### config.mk
export PLATFORM = sky130hd
export DESIGN_NAME = dsrq_cell
export DESIGN_NICKNAME = d
export VERILOG_FILES = /design/src/rtl/dsrq_pkg.sv /design/src/rtl/dsrq_cell.sv
export SDC_FILE = /design/constraint.sdc
export NUM_CORES = 1
export LEC_CHECK = 0
export ABC_CLOCK_PERIOD_IN_PS = 7900
export BUFFER_PORTS_ARGS = -buffer_cell sky130_fd_sc_hd__buf_4
export CORE_AREA = 2 2 254 256
export CTS_BUF_LIST = sky130_fd_sc_hd__clkbuf_8
export DETAILED_ROUTE_END_ITERATION = 7
export DIE_AREA = 0 0 256 258
export REMOVE_ABC_BUFFERS = 1
export SYNTH_ARGS = -nofsm -noshare
export SYNTH_HDL_FRONTEND = slang
export SYNTH_SLANG_ARGS = --single-unit
export TNS_END_PERCENT = 20
### constraint.sdc
create_clock -name clk_i -period 7.9 [get_ports clk_i]
set_input_delay 1.58 -clock clk_i [delete_from_list [all_inputs] [get_ports clk_i]]
set_output_delay 1.58 -clock clk_i [all_outputs]
set_load 0.02 [all_outputs]
### src/rtl/dsrq_pkg.sv
// ----------------------------------------------------------------------------
// dsrq_pkg
// Types and codes shared by the deadline-sorted retransmit queue and its cells.
// ----------------------------------------------------------------------------
package dsrq_pkg;

  localparam int unsigned TimeW   = 32;
  localparam int unsigned SeqW    = 32;
  localparam int unsigned HandleW = 16;
  localparam int unsigned DlW     = TimeW + 1;
  localparam int unsigned CountW  = 5;

  typedef enum logic [2:0] {
    OP_PUSH_FRONT = 3'd0,
    OP_PUSH_BACK  = 3'd1,
    OP_INSERT     = 3'd2,
    OP_POP        = 3'd3,
    OP_CHECK      = 3'd4,
    OP_ERASE      = 3'd5,
    OP_NOP6       = 3'd6,
    OP_NOP7       = 3'd7
  } op_e;

  typedef enum logic [1:0] {
    ST_OK        = 2'd0,
    ST_EMPTY     = 2'd1,
    ST_FULL      = 2'd2,
    ST_NOT_FOUND = 2'd3
  } status_e;

  typedef struct packed {
    logic [2:0]         operation;
    logic [SeqW-1:0]    seq_in;
    logic [TimeW-1:0]   send_time;
    logic [TimeW-1:0]   timeout;
    logic [HandleW-1:0] handle;
    logic [TimeW-1:0]   now;
  } cmd_t;

  typedef struct packed {
    logic [1:0]         status;
    logic               expired;
    logic [SeqW-1:0]    out_seq;
    logic [HandleW-1:0] out_handle;
    logic [TimeW-1:0]   out_send_time;
    logic [TimeW-1:0]   out_timeout;
    logic [CountW-1:0]  count;
  } res_t;

  typedef struct packed {
    logic [SeqW-1:0]    seq;
    logic [TimeW-1:0]   send_time;
    logic [TimeW-1:0]   timeout;
    logic [HandleW-1:0] handle;
    logic [DlW-1:0]     dl;
  } slot_t;

  // beat-time lookup: evaluated in the cells on the accepting edge
  typedef struct packed {
    logic            calc;
    op_e             op;
    logic [SeqW-1:0] seq;
    logic [DlW-1:0]  dl;
  } cell_cmd_t;

  // update applied in the cycle after the lookup
  typedef struct packed {
    logic ins;
    logic rem;
  } cell_upd_t;

endpackage

### src/rtl/dsrq_cell.sv
// ----------------------------------------------------------------------------
// dsrq_cell
// One queue slot: holds an entry, flags itself for the pending operation and
// moves its entry to or from its neighbours along the chain.
// ----------------------------------------------------------------------------
module dsrq_cell import dsrq_pkg::*; (
  input  logic      clk_i,
  input  logic      rst_ni,
  input  cell_cmd_t cmd_i,
  input  cell_upd_t upd_i,
  input  logic      occ_i,
  input  logic      is_cnt_i,
  input  logic      is_head_i,
  input  slot_t     new_i,
  input  slot_t     left_i,
  input  slot_t     right_i,
  input  logic      prior_i,
  output logic      prior_o,
  output slot_t     slot_o
);

  slot_t slot_q;
  logic  hit_q;
  logic  hit_d;

  always_comb begin
    case (cmd_i.op)
      OP_PUSH_FRONT: hit_d = is_head_i;
      OP_PUSH_BACK:  hit_d = is_cnt_i;
      OP_INSERT:     hit_d = (occ_i && (cmd_i.dl < slot_q.dl)) || is_cnt_i;
      OP_POP:        hit_d = is_head_i;
      OP_ERASE:      hit_d = occ_i && (slot_q.seq == cmd_i.seq);
      default:       hit_d = 1'b0;
    endcase
  end

  always_ff @(posedge clk_i or negedge rst_ni) begin
    if (!rst_ni) begin
      hit_q <= 1'b0;
    end else if (cmd_i.calc) begin
      hit_q <= hit_d;
    end
  end

  always_ff @(posedge clk_i) begin
    if (upd_i.ins) begin
      if (prior_i) begin
        slot_q <= left_i;
      end else if (hit_q) begin
        slot_q <= new_i;
      end
    end else if (upd_i.rem) begin
      if (prior_i || hit_q) begin
        slot_q <= right_i;
      end
    end
  end

  assign prior_o = prior_i | hit_q;
  assign slot_o  = slot_q;

endmodule

Word level (Yosys, flattened, before mapping)

Cells that the tools add are included.

Latch bits: 0
Output and inout bits: 146
ROM bits: 0
Flip-flop bits (word level): 146
Memories kept: 0
Memory bits (writable): 0
Bits of input ports: 512
Logic and storage cells: 29

Order comparisons: 1
Shifts and indexed selects: 0
Mux-type cells: 6
$add $sub $neg: 0
Multipliers: 0
Eq/ne operators: 6
Reductions and logical operators: 9
Bitwise gates (word level): 1
Divide/modulo/power cells: 0

Operator list:

| cell                 | count |
|---|---|
| $mux W145            | 5 |
| $lt A33 B33 Y1       | 1 |
| $eq A32 B32 Y1       | 1 |
| $eq A3 B2 Y1 const B | 2 |
| $pmux W1 S4          | 1 |
| $reduce_bool A2 Y1   | 2 |
| $eq A3 B1 Y1 const B | 1 |
| $eq A3 B3 Y1 const B | 1 |
| $logic_not A3 Y1     | 1 |
| $ne A3 B1 Y1 const B | 1 |
| $reduce_and A3 Y1    | 1 |
| $logic_and A1 B1 Y1  | 2 |
| $logic_or A1 B1 Y1   | 2 |
| $reduce_or A2 Y1     | 1 |
| $or A1 B1 Y1         | 1 |

Depth between registers and ports, before layout

Word-level depth: 4
Depth in mapped cells: 8
Depth with buffers taken out: 8

Worst setup path before layout

No wires, ideal clock.

Path kind: input to register
Start point: input port upd_i[1] (netlist name)
End point: register slot_q (netlist bit slot_o[0]), enable pin
Setup time: 0.517 ns
Data required time: 7.383 ns
Path slack: 1.956 ns
Path buffers: 2
Data arrival time: 5.427 ns
Stages: 3
Cell sequence: clkbuf_1 > clkbuf_1 > o21a_1

Word-level cells in the longest chain between the ends: 2
Elaborated cells between the ends (all ways): 4
Classes of those cells: 1 x eq/ne; 3 x reduce/logical

RTL lines:

| element                                                             | line            | source |
|---|---|---|
| from (decl)                                                         | dsrq_cell.sv:10 | `input cell_upd_t upd_i,` |
| $ne A3 B1 Y1 (no source line) or $reduce_bool A2 Y1 (tied branches) | -               |  |
| $reduce_and A3 Y1 (no source line) (*)                              | -               |  |
| to (signal assigned)                                                | dsrq_cell.sv:48 | `slot_q <= left_i;` |
| to (signal assigned)                                                | dsrq_cell.sv:50 | `slot_q <= new_i;` |
| to (signal assigned)                                                | dsrq_cell.sv:54 | `slot_q <= right_i;` |
| to (decl)                                                           | dsrq_cell.sv:22 | `slot_t slot_q;` |

Mark *: on every way between the ends. The rest lies on a longest branch, timed or not.
A chain may end at the register's enable or synchronous reset.

Final worst setup path

Start point: input port prior_i
End point: output port prior_o

Word-level cells in the longest chain between the ends: 1

RTL lines:

| element      | line            | source |
|---|---|---|
| from (decl)  | dsrq_cell.sv:17 | `input logic prior_i,` |
| $or A1 B1 Y1 | dsrq_cell.sv:59 | `assign prior_o = prior_i \| hit_q;` |
| to (decl)    | dsrq_cell.sv:18 | `output logic prior_o,` |

No other way between the ends.

==> flow_summary.yaml <==
setup_path:
  crit_required_ps: 6320
  critPathCaptureType: "output port"
  critPathKind: "input port to output port"
  crit_fanout: 46
  startpoint_type: "input port"
  cp.arrival_ps: 2480
logic_synthesis:
  avgSynthCellArea_um2: 10.67
  post-synth-top-count-cell: "a21oi_1"
  yosys-top-cells-count: "a21oi_1 (156), nor2_1 (152), mux2i_1 (146), edfxtp_1 (145), xor2_1 (33)"
  synth_top_family_by_area: "multiplexers"
  ys.flop_type: "edfxtp_1"
  synth.distinct_cells: 30
  synthMuxAreaShare: 0.1712
  ys_ff_latch: 146
  yosys.area.top_type_share: 0.5100
  synth-simple-area-share: 0.08794
  synth_top_cell_by_area: "edfxtp_1"
  synth_xor_area_frac: 0.03386
  synth_cells: 800
  yosysWarnings: 0
  ys_seq_area_frac: 0.5130
  ys_top_cells_by_area: "edfxtp_1 (51%), mux2i_1 (17%), a21oi_1 (9.1%)"
  synth-adder-area-share: 0.04690
  synth_compound_area_frac: 0.1098
  synth_edf_count: 145
  async_flop_share: 0.006849
  synth_area_um2: 8537
clock_tree:
  post-cts-setup-buffer-count: 0
  root_buffer: "clkbuf_8"
  path_clk_slew_ps: 90
  cts_resized: 0
  cts.sinks: 146
  cts-hold-fix-buffers: 0
  clock_path_buffers: 2
  cts_tree: "done"
  numCtsBuffers: 17
  cts_max_level: 4
  clock_latency_ps: 520
grt:
  antenna_found_initial: 4
  first_global_vias: 8774
  grt.overflow.total: 0
  grt_pass1_wl_mm: 54.23
  gr-usage-all-layers: 0.1115
  grt_start_max_net_pins: 149
flow_run:
  drv_cap: 0
sta:
  finalHoldWorstSlack_ps: 657.0
  rsz0062_at_grt: "false"
  setup_viol: 0
  finalCritPeriodShare: 0.5136
  hold_violations: 0
  fin_skew_ps: 16.41
  timing.final.crit_period_ps: 4058
  slew-limit-headroom: 0.1382
  fin_setup_tns_ps: 0
  slew_violations: 0
  fmax_mhz: 246.4
  worst_slew_pin_slew_ps: 1293
layout:
  multi_input_area_um2: 3852
  fin_util: 0.2335
  final-seq-area_um2: 4379
  drive_gt1_frac: 0.4820
  nets: 1978
  fillCellCount: 6920
  layout.cells.non_filler: 2302
  area_growth_pct: 74.07
drt:
  initialDrtViolationCount: 354
  dr_total_vias: 8548
  viasPerCell: 3.713
  ant_nets: 0
  wire_per_inst_um: 16.55
  drc_errors: 0
  drtPass1Iterations: 4
  wl_mm: 38.10
power_and_ir_drop:
  finalPower_w: 0.002344
  ir_drop_mv: 0.1060
  p_leak_nw: 6.819
  p_per_area_nw_per_um2: 157.8
place:
  dp_hpwl_mm: 31.11
  gp_congestion: 0.9658
  port_buffers: 657
  dp_cells: 2270
floorplan:
  io-pin-count: 658
  core-area_um2: 63650
  start_util: 0.1341
  die_x_um: 256
  fp.dieH_um: 258
  std_cell_rows: 93
  dieArea_um2: 66050
outcome:
  outcome: "finished, final reports clean"
worst_hold_path:
  min_path_type: "flip-flop to flip-flop"
[sequential cells by signal, indices dropped and copies added, names as in the netlist]
name,count
slot_o,145
hit_q,1
[stage by stage]
stage               setup slack (ps)  cell area [um^2]
floorplan                       2356              8338
global placement                3820             14440
detailed placement              3818             14440
CTS                             3816             14860
global route                    3795             14860
finish                          3842             14860
[metal layers]
metal  share of wire  up-vias  GRT usage  wire length [um]
met5         0.00071        -          0                27
met3           0.074       40    0.03592              2824
met1            0.39     3896     0.1246             14950
met4           0.023        4    0.04402               886
li1                -     4172          -                 -
met2            0.51      436     0.1963             19410
[cells in the final DEF (no fill, tap or decap), drive strengths merged, types with 2 or more instances in the layout]
master	count
nand2	8
nor3	3
a211oi	7
edfxtp	145
nor2	152
xor2	33
mux2i	146
a21o	2
nand3	4
clkinv	5
ha	32
buf	662
nand2b	2
clkbuf	18
inv	34
bufinv	4
nand4	6
o21a	2
nor4	7
o21ai	7
clkinvlp	3
a21oi	156
[worst max-delay path, cell delays in order]
cell,delay (ps)
clkbuf_8,310
or2_2,420
buf_4,170
[area by class of cell]
cell class	instances	area share
timing repair buffer	663	0.3375
clock inverter	14	0.01255
multi-input combinational	574	0.2592
tap	855	0.07199
clock buffer	17	0.01574
antenna	1	0.0001684
inverter	32	0.008083
sequential	146	0.2947
[cell families after synthesis]
logic type      count (synthesis)
mux                           146
fa+ha+maj                      32
compound gates                178
xor+xnor                       33
flops                         146
buf+inv                        80
simple gates                  185
[where the power goes]
part | switching (W) | internal (W) | leakage, nW
logic | 0.000333 | 0.000340 | 5.21
clock network | 0.000336 | 0.000340 | 0.203
registers | 0.0000426 | 0.000952 | 1.40
total | 0.000712 | 0.00163 | 6.82
[worst paths after layout]
path                            cells after the start  slack, ps   startpoint      end
min in group asynchronous                           1        820       rst_ni    hit_q
worst min-delay path                                3        660        hit_q    hit_q
worst max register to register                      6       5550  slot_o[133]    hit_q
max in group asynchronous                           1       7000       rst_ni    hit_q
worst max-delay path                                3       3840      prior_i  prior_o
worst min register to register                      3        660        hit_q    hit_q
Power figures use the tool's default switching activity.
